**src/rtl/core/bb3_pkg.sv**
```systemverilog
// ----------------------------------------------------------------------------
// bb3_pkg
// Shared types and constants of the 3x3 edge-clamped box blur core.
// ----------------------------------------------------------------------------
package bb3_pkg;

    localparam int MAX_WIDTH_DEF  = 1024;
    localparam int MAX_HEIGHT_DEF = 1024;

    localparam int FRAME_WIDTH_RESET  = 640;
    localparam int FRAME_HEIGHT_RESET = 480;

    localparam int CFG_DATA_W = 11;
    localparam int CFG_ADDR_W = 1;

    typedef enum logic [CFG_ADDR_W-1:0] {
        CFG_FRAME_WIDTH  = 1'b0,
        CFG_FRAME_HEIGHT = 1'b1
    } cfg_index_t;

    // job queue between front and back
    localparam int QDEPTH = 4;
    localparam int QAW    = $clog2(QDEPTH);

    localparam int COORD_W = 10;
    localparam int SUM_W   = 12;

    // reciprocals scaled by 2^16, exact for sums below 2300
    localparam logic [13:0] RECIP_6 = 14'd10923;
    localparam logic [13:0] RECIP_9 = 14'd7282;
    localparam int RECIP_SHIFT = 16;

    typedef logic [23:0] pixel_t;

    typedef struct packed {
        logic [7:0] in_red;
        logic [7:0] in_green;
        logic [7:0] in_blue;
    } pix_in_t;

    typedef struct packed {
        logic [7:0]         out_red;
        logic [7:0]         out_green;
        logic [7:0]         out_blue;
        logic [COORD_W-1:0] out_row;
        logic [COORD_W-1:0] out_col;
        logic               run_last;
        logic               frame_done;
    } pix_out_t;

    // one window snapshot with what the back needs to emit its results
    typedef struct packed {
        pixel_t [8:0]       win;
        logic [COORD_W-1:0] row;
        logic [COORD_W-1:0] col;
        logic [COORD_W-1:0] wlast;
        logic               top_ok;
        logic               left_ok;
        logic               last_row;
        logic               last_col;
    } job_t;

    typedef struct packed {
        logic valid;
        job_t job;
    } push_t;

endpackage

```
**src/rtl/core/bb3_queue.sv**
```systemverilog
// ----------------------------------------------------------------------------
// bb3_queue
// Short job queue that decouples the front from the result back end.
// ----------------------------------------------------------------------------
module bb3_queue (
    input  logic                  clk,
    input  logic                  rst_n,
    input  bb3_pkg::push_t        push,
    input  logic                  pop,
    output logic                  head_valid,
    output bb3_pkg::job_t         head,
    output logic [bb3_pkg::QAW:0] count
);

    bb3_pkg::job_t               mem_reg [bb3_pkg::QDEPTH];
    logic [bb3_pkg::QAW-1:0]     wr_ptr_reg;
    logic [bb3_pkg::QAW-1:0]     rd_ptr_reg;
    logic [bb3_pkg::QAW:0]       count_reg;

    assign head_valid = (count_reg != '0);
    assign head       = mem_reg[rd_ptr_reg];
    assign count      = count_reg;

    always_ff @(posedge clk or negedge rst_n)
    begin
        if (!rst_n)
        begin
            wr_ptr_reg <= '0;
            rd_ptr_reg <= '0;
            count_reg  <= '0;
        end
        else
        begin
            if (push.valid)
                wr_ptr_reg <= wr_ptr_reg + 1'b1;
            if (pop)
                rd_ptr_reg <= rd_ptr_reg + 1'b1;
            if (push.valid && !pop)
                count_reg <= count_reg + 1'b1;
            else if (pop && !push.valid)
                count_reg <= count_reg - 1'b1;
        end
    end

    always_ff @(posedge clk)
    begin
        if (push.valid)
            mem_reg[wr_ptr_reg] <= push.job;
    end

endmodule

```
**config.mk**
```make
export PLATFORM = sky130hd
export DESIGN_NAME = bb3_queue
export DESIGN_NICKNAME = d
export VERILOG_FILES = /design/src/rtl/core/bb3_pkg.sv /design/src/rtl/core/bb3_queue.sv
export SDC_FILE = /design/constraint.sdc
export NUM_CORES = 1
export LEC_CHECK = 0
export ABC_CLOCK_PERIOD_IN_PS = 8700
export BUFFER_PORTS_ARGS = -buffer_cell sky130_fd_sc_hd__buf_4
export CAP_MARGIN = 15
export CORE_MARGIN = 2
export CORE_UTILIZATION = 35
export CTS_CLUSTER_DIAMETER = 100
export DETAILED_ROUTE_END_ITERATION = 12
export SLEW_MARGIN = 40
export SYNTH_ARGS = -nofsm -noshare
export SYNTH_HDL_FRONTEND = slang
export SYNTH_SLANG_ARGS = --single-unit
```
**constraint.sdc**
```tcl
create_clock -name clk -period 8.7 [get_ports clk]
set_clock_uncertainty 0.05 [all_clocks]
set_input_delay 2.175 -clock clk [delete_from_list [all_inputs] [get_ports clk]]
set_output_delay 2.175 -clock clk [all_outputs]
set_load 0.01 [all_outputs]
```
# ---- Word-level counts from Yosys, hierarchy flattened
# Memories as Yosys holds them, arrays and structs flattened.
# Cells that the tools add are included.
dict set report totals {
  mem_count 1
  ramBits 1000
  wordCells 18
  rom_bits 0
  out_inout_bits 254
  ff_bits 7
  latch_bits 0
}
# name words word_bits read_ports rd_clocked_by_memory_dff write_ports line
set memory_table {}
lappend memory_table {mem_reg 4 250 1 0 1 bb3_queue.sv:15} ;# bb3_pkg::job_t mem_reg [bb3_pkg::QDEPTH];
dict set report classes {
  n_div 0
  magnitude_cmp 0
  n_mul 0
  n_addsub 4
  eq_ne 0
  reduce_logical 6
  mux 4
  shift 0
  bitwise_logic 0
}
# operator n
set op_table {}
lappend op_table {{3-bit 2-to-1 mux} 2}
lappend op_table {{2-bit by 1-bit adder with 2-bit output, second input constant} 2}
lappend op_table {{3-bit by 1-bit adder with 3-bit output, second input constant} 1}
lappend op_table {{3-bit nonzero test} 1}
lappend op_table {{3-bit by 1-bit subtractor with 3-bit output, second input constant} 1}
lappend op_table {{1-bit logical AND} 2}
lappend op_table {{1-bit zero test} 2}
lappend op_table {{1-bit 2-to-1 mux} 2}
lappend op_table {{2-bit nonzero test} 1}

# ---- Longest topological paths before layout
dict set report logic_depth {
  ltp_word 4
  ltp_mapped 7
  depth_no_buf 7
}

# ---- Worst setup path before layout
# Ideal clock, no wire load.
dict set report synth_path {
  kind {input-to-reg}
  start {in push[250] (netlist bit)}
  end {mem mem_reg[0][0] (netlist bit) (enable)}
  path_buffers 0
  slack_ns 0.182
  arrival_time_ns 7.827
  required_time_ns 8.009
  path_stages 1
  cell_sequence {and2_1}
}
dict set report synth_between {
  elab_chain_cells 2
}
# element line
set synth_rtl {}
lappend synth_rtl {{start, declared} bb3_queue.sv:8} ;# input bb3_pkg::push_t push,
lappend synth_rtl {{1-bit 2-to-1 mux} bb3_queue.sv:47} ;# if (push.valid)
lappend synth_rtl {{1-bit 2-to-1 mux (implied by the code)} bb3_queue.sv:48} ;# mem_reg[wr_ptr_reg] <= push.job;
lappend synth_rtl {{end, declared} bb3_queue.sv:15}
# Every way passes these cells.

==> run_results.csv <==
group,metric,value,unit
status,status,"completed",
detailed_routing,drt_wl_total,75.87,mm
layout,final_cell_mix,"edfxtp_1, buf_4, mux4_2, clkbuf_16, clkinv_1",
logic_synthesis,ys.warnings.count,0,
floorplanning,die_y,326.7,um
cts,cts_setup_buffers,0,
detailed_routing,top_layer_used,"met5",
sta,worst_pin_slew,771.2,ps
power_and_ir_drop,ir_worst_vdd,0.2405,mV
logic_synthesis,synth_fp_nets,1599,
logic_synthesis,synthCells,1339,
detailed_routing,routedWlPerCell,22.45,um
floorplanning,fp-row-count,118,
power_and_ir_drop,switchingPower,4.417,mW
power_and_ir_drop,leakagePower,15.22,nW
placement,pre_cts_ws,3669,ps
global_route,grt_pass1_wl,112.0,mm
detailed_routing,remaining_drc_errors,0,
worst_setup_path,critPathCaptureType,"output port",
detailed_routing,avgViaCountPerCell,4.769,
sta,setup_tns,0,ps
global_route,grt_use_total,0.1405,
floorplanning,initial_core_util,0.3527,
sta,rsz0062_at_grt,"false",
power_and_ir_drop,combPwrFrac,0.306,
worst_setup_path,critPathArrivalTime,3380,ps
floorplanning,core-area,103300,sq um
floorplanning,io_pins,508,
sta,timing.final.crit_share,0.6442,
worst_setup_path,criticalPathCategory,"register to output port",
layout,fin_nets,2181,
cts,h-tree-depth,3,
detailed_routing,final_antenna_net_count,0,
detailed_routing,drt-initial-drc-count,1023,
detailed_routing,dr_wl_met2,37.24,mm
logic_synthesis,synth_cell_types,17,
worst_setup_path,path_max_fanout,63,
cts,numCtsBuffers,102,
global_route,antenna_found_initial,7,
cts,cts_hold_buf,0,
global_route,grt_pass1_vias,17395,
logic_synthesis,yosys_register_bits,1007,
sta,setup_viol,0,
cts,path_clk_slew,60,ps
cts,cts_root_buffer,"clkbuf_16",
sta,max_freq,178.4,MHz
job,maxCapViolations,0,
placement,portBuffers,507,
layout,largest_register_ffs,1000,
detailed_routing,dr.pass1.iters,4,
power_and_ir_drop,switching_share,0.2840,
cts,ctsResizeCount,0,
worst_setup_path,path_buf_inv,4,
worst_setup_path,crit_path_start_kind,"register",
worst_setup_path,crit_family,"buffers and inverters",
layout,drive_above_1_share,0.4655,
logic_synthesis,ys_seq_area_frac,0.8287,
cts,cts_sinks,1007,
power_and_ir_drop,p_per_area,342.9,nW/um^2
layout,syn2layout_area_growth,24.42,%
cts,clk-insertion-delay-late,680,ps
worst_setup_path,crit_slowest_cell,"dfrtp_4",
worst_setup_path,path_common_cell,"buf_12",
power_and_ir_drop,intPower,11.13,mW
sta,relSlewSlack,0.4859,
worst_setup_path,cpPeakStageDelay,760,ps
floorplanning,die-area,106700,sq um
logic_synthesis,synth_top_area_cell,"edfxtp_1",
cts,cts_tree,"yes",
logic_synthesis,synth_area_leaders,"edfxtp_1, mux4_2, buf_6",
global_route,grt_max_degree,84,
logic_synthesis,netlist_area,36450,sq um
logic_synthesis,avgSynthCellArea,27.22,sq um
logic_synthesis,synth_top_area_frac,0.8239,
global_route,gr-total-overflow,0,
layout,mostFrequentLayoutCell,"edfxtp_1",
floorplanning,die_x,326.7,um
power_and_ir_drop,p_seq_frac,0.423,
sta,layout_min_cycle_time,5605,ps
detailed_routing,met1_length,30.14,mm
placement,gp_congestion,0.7126,
sta,final_hold_viol_count,0,
sta,fin_ws,3095,ps
cts,clockBufferDepth,3,
worst_setup_path,crit_required,6480,ps
power_and_ir_drop,clockPowerShare,0.271,
sta,slew_viol_final,0,
layout,final_util,0.4388,
worst_setup_path,path_cells,"buf_12 > buf_12 > buf_16 > mux4_2 > buf_4",
detailed_routing,met3_length,6.696,mm
detailed_routing,vias,16116,
hold_path,hold_class,"register to register",
placement,dp_hpwl,46.57,mm
cell type report:
class	count	area [sq um]
Antenna cell	1	2.502
Clock buffer	121	2645
Clock inverter	60	571.8
Fill cell	8762	58000
Inverter	4	15.01
Multi-Input combinational cell	272	5834
Sequential cell	1007	30210
Tap cell	1380	1727
Timing Repair Buffer	534	4338
cells in the mapped netlist, drive strengths merged:
library cell / count
inv: 4
mux2: 1
or3: 1
dfrtp: 7
ha: 5
xnor2: 2
mux4: 250
fa: 1
xor2: 4
clkbuf: 7
o21ai: 1
and2: 4
buf: 49
edfxtp: 1000
nor2: 1
nand2: 2
power by group through the flow:
stage	Sequential [mW]	Clock, mW	Combinational, mW
after global placement	6.72	0	4.71
after CTS	6.60	4.34	4.89
after global routing	6.65	4.52	5.10
final	6.58	4.21	4.76
after floorplan	6.81	0	2.76
after detailed placement	6.70	0	4.87
worst paths after layout:
path | startpoint | to | slack [ps] | depth (start not counted)
max | rd_ptr_reg[0] | head[169] | 3100 | 5
min | count[2] | count[2] | 450 | 1
max reg2reg | wr_ptr_reg[0] | mem_reg[0][179] | 6050 | 5
min reg2reg | count[2] | count[2] | 450 | 1
max in group asynchronous | rst_n | rd_ptr_reg[0] | 7210 | 1
min in group asynchronous | rst_n | count[2] | 1250 | 1
logic make-up after synthesis:
family | Yosys count | share of synthesized area
mux | 251 | 0.1548
simple gates | 8 | 0.001167
compound gates | 1 | 0.0001372
xor+xnor | 6 | 0.001442
fa+ha+maj | 6 | 0.002266
buf+inv | 60 | 0.01147
flops | 1007 | 0.8287
per-stage QoR:
| stage | total power [mW] | instances | hold WS [ps] | instance area (sq um) |
|---|---|---|---|---|
| final | 15.55 | 3379 | 453.4 | 45340 |
| after global routing | 16.27 | 3379 | 496.4 | 45340 |
| after CTS | 15.82 | 3374 | 461.6 | 45250 |
| after detailed placement | 11.57 | 3193 | 445.8 | 42040 |
| after global placement | 11.43 | 3184 | 433.2 | 41790 |
| after floorplan | 9.567 | 1339 | 441.4 | 36450 |
layer usage:
layer / vias to the layer above / global-route usage
met5: - / 0
met4: 12 / 0.04448
met3: 124 / 0.05265
met2: 478 / 0.2271
met1: 8510 / 0.1756
li1: 6992 / -
Power figures use the tool's default switching activity.
