===== src/rtl/core/bb3_pkg.sv =====
// ----------------------------------------------------------------------------
// bb3_pkg
// Shared types and constants of the 3x3 edge-clamped box blur core.
// ----------------------------------------------------------------------------
package bb3_pkg;

    localparam int MAX_WIDTH_DEF  = 1024;
    localparam int MAX_HEIGHT_DEF = 1024;

    localparam int FRAME_WIDTH_RESET  = 640;
    localparam int FRAME_HEIGHT_RESET = 480;

    localparam int CFG_DATA_W = 11;
    localparam int CFG_ADDR_W = 1;

    typedef enum logic [CFG_ADDR_W-1:0] {
        CFG_FRAME_WIDTH  = 1'b0,
        CFG_FRAME_HEIGHT = 1'b1
    } cfg_index_t;

    // job queue between front and back
    localparam int QDEPTH = 4;
    localparam int QAW    = $clog2(QDEPTH);

    localparam int COORD_W = 10;
    localparam int SUM_W   = 12;

    // reciprocals scaled by 2^16, exact for sums below 2300
    localparam logic [13:0] RECIP_6 = 14'd10923;
    localparam logic [13:0] RECIP_9 = 14'd7282;
    localparam int RECIP_SHIFT = 16;

    typedef logic [23:0] pixel_t;

    typedef struct packed {
        logic [7:0] in_red;
        logic [7:0] in_green;
        logic [7:0] in_blue;
    } pix_in_t;

    typedef struct packed {
        logic [7:0]         out_red;
        logic [7:0]         out_green;
        logic [7:0]         out_blue;
        logic [COORD_W-1:0] out_row;
        logic [COORD_W-1:0] out_col;
        logic               run_last;
        logic               frame_done;
    } pix_out_t;

    // one window snapshot with what the back needs to emit its results
    typedef struct packed {
        pixel_t [8:0]       win;
        logic [COORD_W-1:0] row;
        logic [COORD_W-1:0] col;
        logic [COORD_W-1:0] wlast;
        logic               top_ok;
        logic               left_ok;
        logic               last_row;
        logic               last_col;
    } job_t;

    typedef struct packed {
        logic valid;
        job_t job;
    } push_t;

endpackage


===== src/rtl/core/bb3_back.sv =====
// ----------------------------------------------------------------------------
// bb3_back
// Walks the results of each queued job, sums the clamped neighborhood and
// divides by the pixel count into the output register.
// ----------------------------------------------------------------------------
module bb3_back (
    input  logic              clk,
    input  logic              rst_n,
    input  logic              head_valid,
    input  bb3_pkg::job_t     head,
    output logic              pop,
    output logic              out_valid,
    input  logic              out_stall,
    output bb3_pkg::pix_out_t out_data
);

    typedef enum logic [1:0] {
        DIV4,
        DIV6,
        DIV9
    } div_t;

    typedef struct packed {
        logic [bb3_pkg::SUM_W-1:0]   sum_r;
        logic [bb3_pkg::SUM_W-1:0]   sum_g;
        logic [bb3_pkg::SUM_W-1:0]   sum_b;
        div_t                        div;
        logic [bb3_pkg::COORD_W-1:0] row;
        logic [bb3_pkg::COORD_W-1:0] col;
        logic                        last;
        logic                        done;
    } sum_stage_t;

    logic [1:0]  kind_reg, kind_next;
    logic        is_last;
    logic        row0_en, col0_en;
    logic        s_valid_reg, o_valid_reg;
    logic        o_free, s_load;
    sum_stage_t  s_reg, s_next;
    bb3_pkg::pix_out_t o_reg, o_next;
    logic [bb3_pkg::SUM_W-1:0] rnd;

    // kind bit 1: lower row result, bit 0: right column result
    always_comb
    begin
        is_last   = 1'b0;
        kind_next = 2'b00;
        if (!kind_reg[0] && head.last_col)
            kind_next = {kind_reg[1], 1'b1};
        else if (!kind_reg[1] && head.last_row)
            kind_next = 2'b10;
        else
            is_last = 1'b1;
    end

    assign o_free = !o_valid_reg || !out_stall;
    assign s_load = head_valid && (!s_valid_reg || o_free);
    assign pop    = s_load && is_last;

    assign row0_en = !kind_reg[1] && head.top_ok;
    assign col0_en = !kind_reg[0] && head.left_ok;

    always_comb
    begin
        logic en;
        s_next.sum_r = '0;
        s_next.sum_g = '0;
        s_next.sum_b = '0;
        for (int a = 0; a < 3; a++)
        begin
            for (int b = 0; b < 3; b++)
            begin
                en = !((a == 0) && !row0_en) && !((b == 0) && !col0_en);
                if (en)
                begin
                    s_next.sum_r = s_next.sum_r + bb3_pkg::SUM_W'(head.win[a*3+b][23:16]);
                    s_next.sum_g = s_next.sum_g + bb3_pkg::SUM_W'(head.win[a*3+b][15:8]);
                    s_next.sum_b = s_next.sum_b + bb3_pkg::SUM_W'(head.win[a*3+b][7:0]);
                end
            end
        end
        // add half the divisor for round half up
        if (row0_en && col0_en)
        begin
            s_next.div = DIV9;
            rnd        = bb3_pkg::SUM_W'(4);
        end
        else if (row0_en || col0_en)
        begin
            s_next.div = DIV6;
            rnd        = bb3_pkg::SUM_W'(3);
        end
        else
        begin
            s_next.div = DIV4;
            rnd        = bb3_pkg::SUM_W'(2);
        end
        s_next.sum_r = s_next.sum_r + rnd;
        s_next.sum_g = s_next.sum_g + rnd;
        s_next.sum_b = s_next.sum_b + rnd;
        s_next.row   = kind_reg[1] ? head.row : head.row - 1'b1;
        s_next.col   = kind_reg[0] ? head.wlast : head.col - 1'b1;
        s_next.last  = is_last;
        s_next.done  = (kind_reg == 2'b11);
    end

    function automatic logic [7:0] scale(input logic [bb3_pkg::SUM_W-1:0] x,
                                         input div_t d);
        logic [25:0] prod;
        logic [7:0]  q;
        case (d)
            DIV6:
            begin
                prod = 26'(x) * 26'(bb3_pkg::RECIP_6);
                q    = prod[bb3_pkg::RECIP_SHIFT +: 8];
            end
            DIV9:
            begin
                prod = 26'(x) * 26'(bb3_pkg::RECIP_9);
                q    = prod[bb3_pkg::RECIP_SHIFT +: 8];
            end
            default:
            begin
                prod = '0;
                q    = x[9:2];
            end
        endcase
        return q;
    endfunction

    always_comb
    begin
        o_next.out_red    = scale(s_reg.sum_r, s_reg.div);
        o_next.out_green  = scale(s_reg.sum_g, s_reg.div);
        o_next.out_blue   = scale(s_reg.sum_b, s_reg.div);
        o_next.out_row    = s_reg.row;
        o_next.out_col    = s_reg.col;
        o_next.run_last   = s_reg.last;
        o_next.frame_done = s_reg.done;
    end

    always_ff @(posedge clk or negedge rst_n)
    begin
        if (!rst_n)
        begin
            kind_reg    <= 2'b00;
            s_valid_reg <= 1'b0;
            o_valid_reg <= 1'b0;
        end
        else
        begin
            if (s_load)
                kind_reg <= is_last ? 2'b00 : kind_next;
            if (!s_valid_reg || o_free)
                s_valid_reg <= head_valid;
            if (o_free)
                o_valid_reg <= s_valid_reg;
        end
    end

    always_ff @(posedge clk)
    begin
        if (s_load)
            s_reg <= s_next;
        if (o_free && s_valid_reg)
            o_reg <= o_next;
    end

    assign out_valid = o_valid_reg;
    assign out_data  = o_reg;

endmodule


===== config.mk =====
export PLATFORM = sky130hd
export DESIGN_NAME = bb3_back
export DESIGN_NICKNAME = d
export VERILOG_FILES = /design/src/rtl/core/bb3_pkg.sv /design/src/rtl/core/bb3_back.sv
export SDC_FILE = /design/constraint.sdc
export NUM_CORES = 1
export LEC_CHECK = 0
export BUFFER_PORTS_ARGS = -buffer_cell sky130_fd_sc_hd__clkbuf_2
export CORE_ASPECT_RATIO = 0.9
export CORE_UTILIZATION = 40
export DETAILED_ROUTE_END_ITERATION = 8
export PLACE_DENSITY_LB_ADDON = 0.12
export SYNTH_ARGS = -nofsm -noshare
export SYNTH_HDL_FRONTEND = slang
export SYNTH_SLANG_ARGS = --single-unit

===== constraint.sdc =====
create_clock -name clk -period 18.3 [get_ports clk]
set_input_delay 0.915 -clock clk [delete_from_list [all_inputs] [get_ports clk]]
set_output_delay 0.915 -clock clk [all_outputs]
set_load 0.02 [all_outputs]

# Word level (Yosys, flattened, before mapping)
# Cells that the tools add are included.
[totals]
inputBits = 254
rom_bits = 0
out_inout_bits = 48
latch_bits = 0
ramBits = 0
regBits = 110
memories = 0
[op_classes]
div = 0
reduce_logical = 17
multipliers = 6
n_addsub = 29
shift = 0
bitwise_logic = 0
mux = 18
order_cmp = 0
eq_ne = 4
[op_table]
columns = ["op", "n"]
rows = [
  ["$add 12x8->12", 22],
  ["$mux 36", 3],
  ["$mul 12x14->24 const B", 3],
  ["$mul 12x12->23 const B", 3],
  ["$pmux 8 s2", 3],
  ["$add 12x12->12", 3],
  ["$mux 33", 1],
  ["$mux 32", 1],
  ["$mux 10", 2],
  ["$sub 10x1->10 const B", 2],
  ["$mux 12", 1],
  ["$add 9x8->10", 1],
  ["$add 8x8->9", 1],
  ["$logic_and 1x1->1", 8],
  ["$mux 2", 3],
  ["$logic_not 1->1", 5],
  ["$eq 2x2->1 const B", 2],
  ["$mux 1", 4],
  ["$logic_or 1x1->1", 3],
  ["$eq 2x1->1 const B", 1],
  ["$ne 2x2->1 const B", 1],
  ["$reduce_and 2->1", 1],
]

# Longest topological paths before layout
[logic_depth]
depth_word = 17
ltp_mapped = 51

# Worst setup path before layout
# OpenSTA, ideal clock, no wires.
[synth_timing]
kind = "input to register"
startpoint = "input port head[3] (netlist bit)"
endpoint = "register s_reg[47] (netlist bit) (data pin)"
path_stages = 45
path_buffers = 4
setup_ns = 0.272
arrival_time_ns = 10.212
slack_ns = 7.816
path_cell_list = "nor2b_2 > buf_4 > clkbuf_1 > buf_1 > ha_1 > clkbuf_1 > and2_1 > ha_1 > inv_1 > fa_1 > o21ai_0 > inv_1 > fa_1 > o21ai_0 > inv_1 > fa_1 > nand2_1 > o21ai_0 > (+9 left out) > a21o_1 > a21oi_1 > xor2_1 > nor2_1 > a21oi_1 > fa_1 > inv_1 > ha_1 > ha_1 > o21ai_0 > a21oi_1 > nor2_1 > o21ai_0 > a2111oi_0 > a31o_1 > a31oi_1 > o22ai_1 > or4b_1"
[synth_lines]
columns = ["item", "line_no", "source"]
rows = [
  ["start, declared", "bb3_back.sv:10", "input bb3_pkg::job_t head,"],
  ["end signal, assigned", "bb3_back.sv:164", "s_reg <= s_next;"],
  ["end, declared", "bb3_back.sv:39", "sum_stage_t s_reg, s_next;"],
]

==> flow_results.xml <==
<?xml version="1.0" encoding="UTF-8"?>
<metrics>
  <group name="outcome">
    <metric name="status" unit="">finished clean</metric>
  </group>
  <group name="global_routing">
    <metric name="first_global_vias" unit="">20800</metric>
    <metric name="gr-total-overflow" unit="">0</metric>
    <metric name="grt_max_degree" unit="">61</metric>
    <metric name="grt_pass1_wl" unit="um">106000</metric>
    <metric name="grt_util_all_layers" unit="%">19.9</metric>
    <metric name="grt_antenna_before_repair" unit="">8</metric>
  </group>
  <group name="drt">
    <metric name="detail_route.first_pass.iterations" unit="">5</metric>
    <metric name="met2_wirelength" unit="um">30100</metric>
    <metric name="wire_per_inst" unit="um">16.3</metric>
    <metric name="dr_total_vias" unit="">19600</metric>
    <metric name="drc" unit="">0</metric>
    <metric name="drt-total-wl" unit="um">64200</metric>
    <metric name="detail-route-antenna-nets" unit="">0</metric>
    <metric name="routed_via_density" unit="">5.00</metric>
    <metric name="drt_iter0_markers" unit="">773</metric>
    <metric name="routedLengthMet1" unit="um">31600</metric>
    <metric name="dr_wl_met3" unit="um">1880</metric>
    <metric name="uppermost_layer_routed" unit="">met5</metric>
  </group>
  <group name="floorplanning">
    <metric name="fp.dieW" unit="um">270</metric>
    <metric name="core_ar" unit="um2">64100</metric>
    <metric name="design.die.area" unit="um2">65900</metric>
    <metric name="initial_core_util" unit="%">40.5</metric>
    <metric name="die-height" unit="um">244</metric>
    <metric name="rows" unit="">88</metric>
    <metric name="floorplan.io_pins" unit="">302</metric>
  </group>
  <group name="clock_tree">
    <metric name="hold_buffers" unit="">0</metric>
    <metric name="clkSlewWorstSetupHoldPaths" unit="ns">0.10</metric>
    <metric name="cells_resized_by_post_cts_repair" unit="">0</metric>
    <metric name="later_pin_clock_latency_in_the_skew_report" unit="ns">0.39</metric>
    <metric name="clock_tree_from_tritoncts" unit="">done</metric>
    <metric name="clkSinkCount" unit="">110</metric>
    <metric name="cts_max_path_buffers" unit="">2</metric>
    <metric name="post-cts-setup-buffers" unit="">0</metric>
    <metric name="tritoncts.num_buffers" unit="">9</metric>
    <metric name="clock-root-buffer" unit="">sky130_fd_sc_hd__clkbuf_16</metric>
    <metric name="htreeDepth" unit="">3</metric>
  </group>
  <group name="worst_setup_path">
    <metric name="critical_path_class" unit="">reg -&gt; reg</metric>
    <metric name="critPathBufInv" unit="">6</metric>
    <metric name="timing.critical_path.slowest_cell_delay" unit="ns">0.71</metric>
    <metric name="category_of_the_worst_setup_path_capture_point" unit="">register</metric>
    <metric name="critPathMaxFanout" unit="">31</metric>
    <metric name="worstPathRequired" unit="ns">18.42</metric>
    <metric name="start_kind" unit="">register</metric>
    <metric name="r2r_slack" unit="ns">7.10</metric>
    <metric name="critical_path.top_delay_family" unit="">adder cells</metric>
    <metric name="cp_data_arrival_time" unit="ns">11.32</metric>
    <metric name="slowest_stage" unit="">sky130_fd_sc_hd__o21ai_0</metric>
  </group>
  <group name="placement">
    <metric name="dp.final_hpwl" unit="um">56900</metric>
    <metric name="portBuffers" unit="">301</metric>
    <metric name="gp_congestion" unit="">0.912</metric>
    <metric name="preCtsSetupSlack" unit="ns">6.80</metric>
  </group>
  <group name="synth">
    <metric name="postSynth.asyncResetShare" unit="%">3.64</metric>
    <metric name="mappedNetlistNets" unit="">3885</metric>
    <metric name="synth_edf_count" unit="">106</metric>
    <metric name="summed_instance_area_of_the_synthesized_netlist" unit="um2">25900</metric>
    <metric name="synth_warn" unit="">0</metric>
    <metric name="synthesis.instances" unit="">2782</metric>
    <metric name="synth-seq-cells" unit="">110</metric>
    <metric name="yosysUniqueCellTypes" unit="">89</metric>
    <metric name="synth_top_flop_cell" unit="">sky130_fd_sc_hd__edfxtp_1</metric>
    <metric name="synth_area_per_cell" unit="um2">9.32</metric>
    <metric name="synth_sequential_area_ratio" unit="%">12.7</metric>
  </group>
  <group name="finish">
    <metric name="multiInputGateArea" unit="um2">20400</metric>
    <metric name="drive_gt1_share" unit="%">11.8</metric>
    <metric name="layout_commonest_cell" unit="">sky130_fd_sc_hd__ha_1</metric>
    <metric name="max_reg_flops" unit="">46</metric>
    <metric name="number_of_fill_cells_in_the_layout" unit="">6320</metric>
    <metric name="count_of_nets_after_finishing" unit="">4166</metric>
    <metric name="area_growth_syn_to_layout" unit="%">10.8</metric>
    <metric name="most_used_cells_in_the_layout_excluding_fill_and_tap_cells" unit="">sky130_fd_sc_hd__ha_1, sky130_fd_sc_hd__inv_1, sky130_fd_sc_hd__clkbuf_2</metric>
    <metric name="area.sequential" unit="um2">3280</metric>
  </group>
  <group name="sta">
    <metric name="final_hold_viol_count" unit="">0</metric>
    <metric name="timing.final.crit_share" unit="%">61.2</metric>
    <metric name="tightest_slew" unit="ns">0.930</metric>
    <metric name="count_of_endpoints_failing_setup_in_the_final_report" unit="">0</metric>
    <metric name="clock.fmax" unit="MHz">89.3</metric>
    <metric name="report.final.slew_viol_count" unit="">0</metric>
    <metric name="setup_repair_after_global_routing_missed_its_margin" unit="">false</metric>
    <metric name="skew" unit="ns">0.0209</metric>
    <metric name="timing.final.crit_period" unit="ns">11.20</metric>
    <metric name="finalSetupTns" unit="ns">0</metric>
    <metric name="timing.slew.headroom" unit="%">36.4</metric>
    <metric name="final.setup.worst_slack" unit="ns">7.10</metric>
  </group>
  <group name="run">
    <metric name="drv_cap" unit="">0</metric>
  </group>
  <group name="hold_path">
    <metric name="classification_of_the_worst_slack_hold_path" unit="">in -&gt; async</metric>
  </group>
</metrics>
cell usage after synthesis, drive strengths merged, types with 9 or more instances:
master  instances  area, um2
nand2         100        375
and2           45        282
nand4          10       62.6
clkbuf         31        116
fa            285       5710
o211ai         10       80.1
nand2b         26        163
or3            20        131
a21oi         137        693
a211oi         24        180
inv           565       2120
o21a           25        188
or2            12       75.1
nand3          23        115
nor2          128        488
o21bai         16        124
o31ai          11       82.6
edfxtp        106       3180
xnor2         115       1010
nor3           46        235
and3           15       93.8
a221oi         16        140
xor2           58        508
ha            564       7060
o21ai         145        726
nor2b          44        278
a21o           71        533
a31oi           9       62.6
a21boi         13       97.6
final cells by class:
cell class	count	share of cell area, %
Antenna cell	3	0.0261
Timing Repair Buffer	307	5.40
Clock inverter	7	0.300
Sequential cell	110	11.4
Inverter	565	7.38
Clock buffer	9	0.783
Tap cell	855	3.72
Multi-Input combinational cell	2070	71.0
final timing paths:
check                                        start                       to  depth (start not counted)
hold reg to reg               o_next[13]$_DFFE_PP_   out_data[13]$_DFFE_PP_                          0
hold / removal                               rst_n    out_valid$_DFFE_PN0P_                          1
min in group clk              o_next[13]$_DFFE_PP_   out_data[13]$_DFFE_PP_                          0
setup / recovery           kind_reg[0]$_DFFE_PN0P_      s_reg[47]$_DFFE_PP_                         42
max in group asynchronous                    rst_n  kind_reg[0]$_DFFE_PN0P_                          1
setup reg to reg           kind_reg[0]$_DFFE_PN0P_      s_reg[47]$_DFFE_PP_                         42
layer usage:
metal	up-vias	track usage [%]
met5	-	0
li1	9964	-
met1	9353	27.6
met4	8	3.02
met3	30	2.02
met2	268	33.8
stage by stage:
| step | utilization (%) | instances | instance area (um2) | hold WS, ns |
|---|---|---|---|---|
| 2_1_floorplan | - | 2782 | 25900 | 0.400 |
| 3_3_place_gp | 44.4 | 3907 | 28400 | 0.400 |
| 3_5_place_dp | 44.4 | 3907 | 28400 | 0.405 |
| 4_1_cts | 44.9 | 3923 | 28700 | 0.291 |
| 5_1_grt | 44.9 | 3925 | 28800 | 0.291 |
| 6_report | 44.9 | 3926 | 28800 | 0.315 |
worst register-to-register path: cells and delay by family (launching register included):
kind | cells | cell delay [ns]
buffers and inverters | 6 | 0.69
adders and majority gates | 12 | 4.63
xor gates and xnor gates | 2 | 0.37
and+or+nand+nor | 6 | 1.18
AOI/OAI and AO/OA | 16 | 3.42
DFF | 1 | 0.63
cells by family (layout without fill, tap and decap cells):
logic type	after synthesis	after routing	synth area share, %
AO/OA/AOI/OAI	539	539	13.4
XOR/XNOR	173	173	5.84
adder cells (fa/ha/maj)	849	849	49.2
buffers and inverters	602	888	8.74
flip-flops	110	110	12.7
multiplexers	9	9	0.362
other	0	3	0
AND/OR/NAND/NOR	500	500	9.82
Power is not shown: default switching activity piles up to over one toggle a cycle in this logic, so the estimate is an artifact.
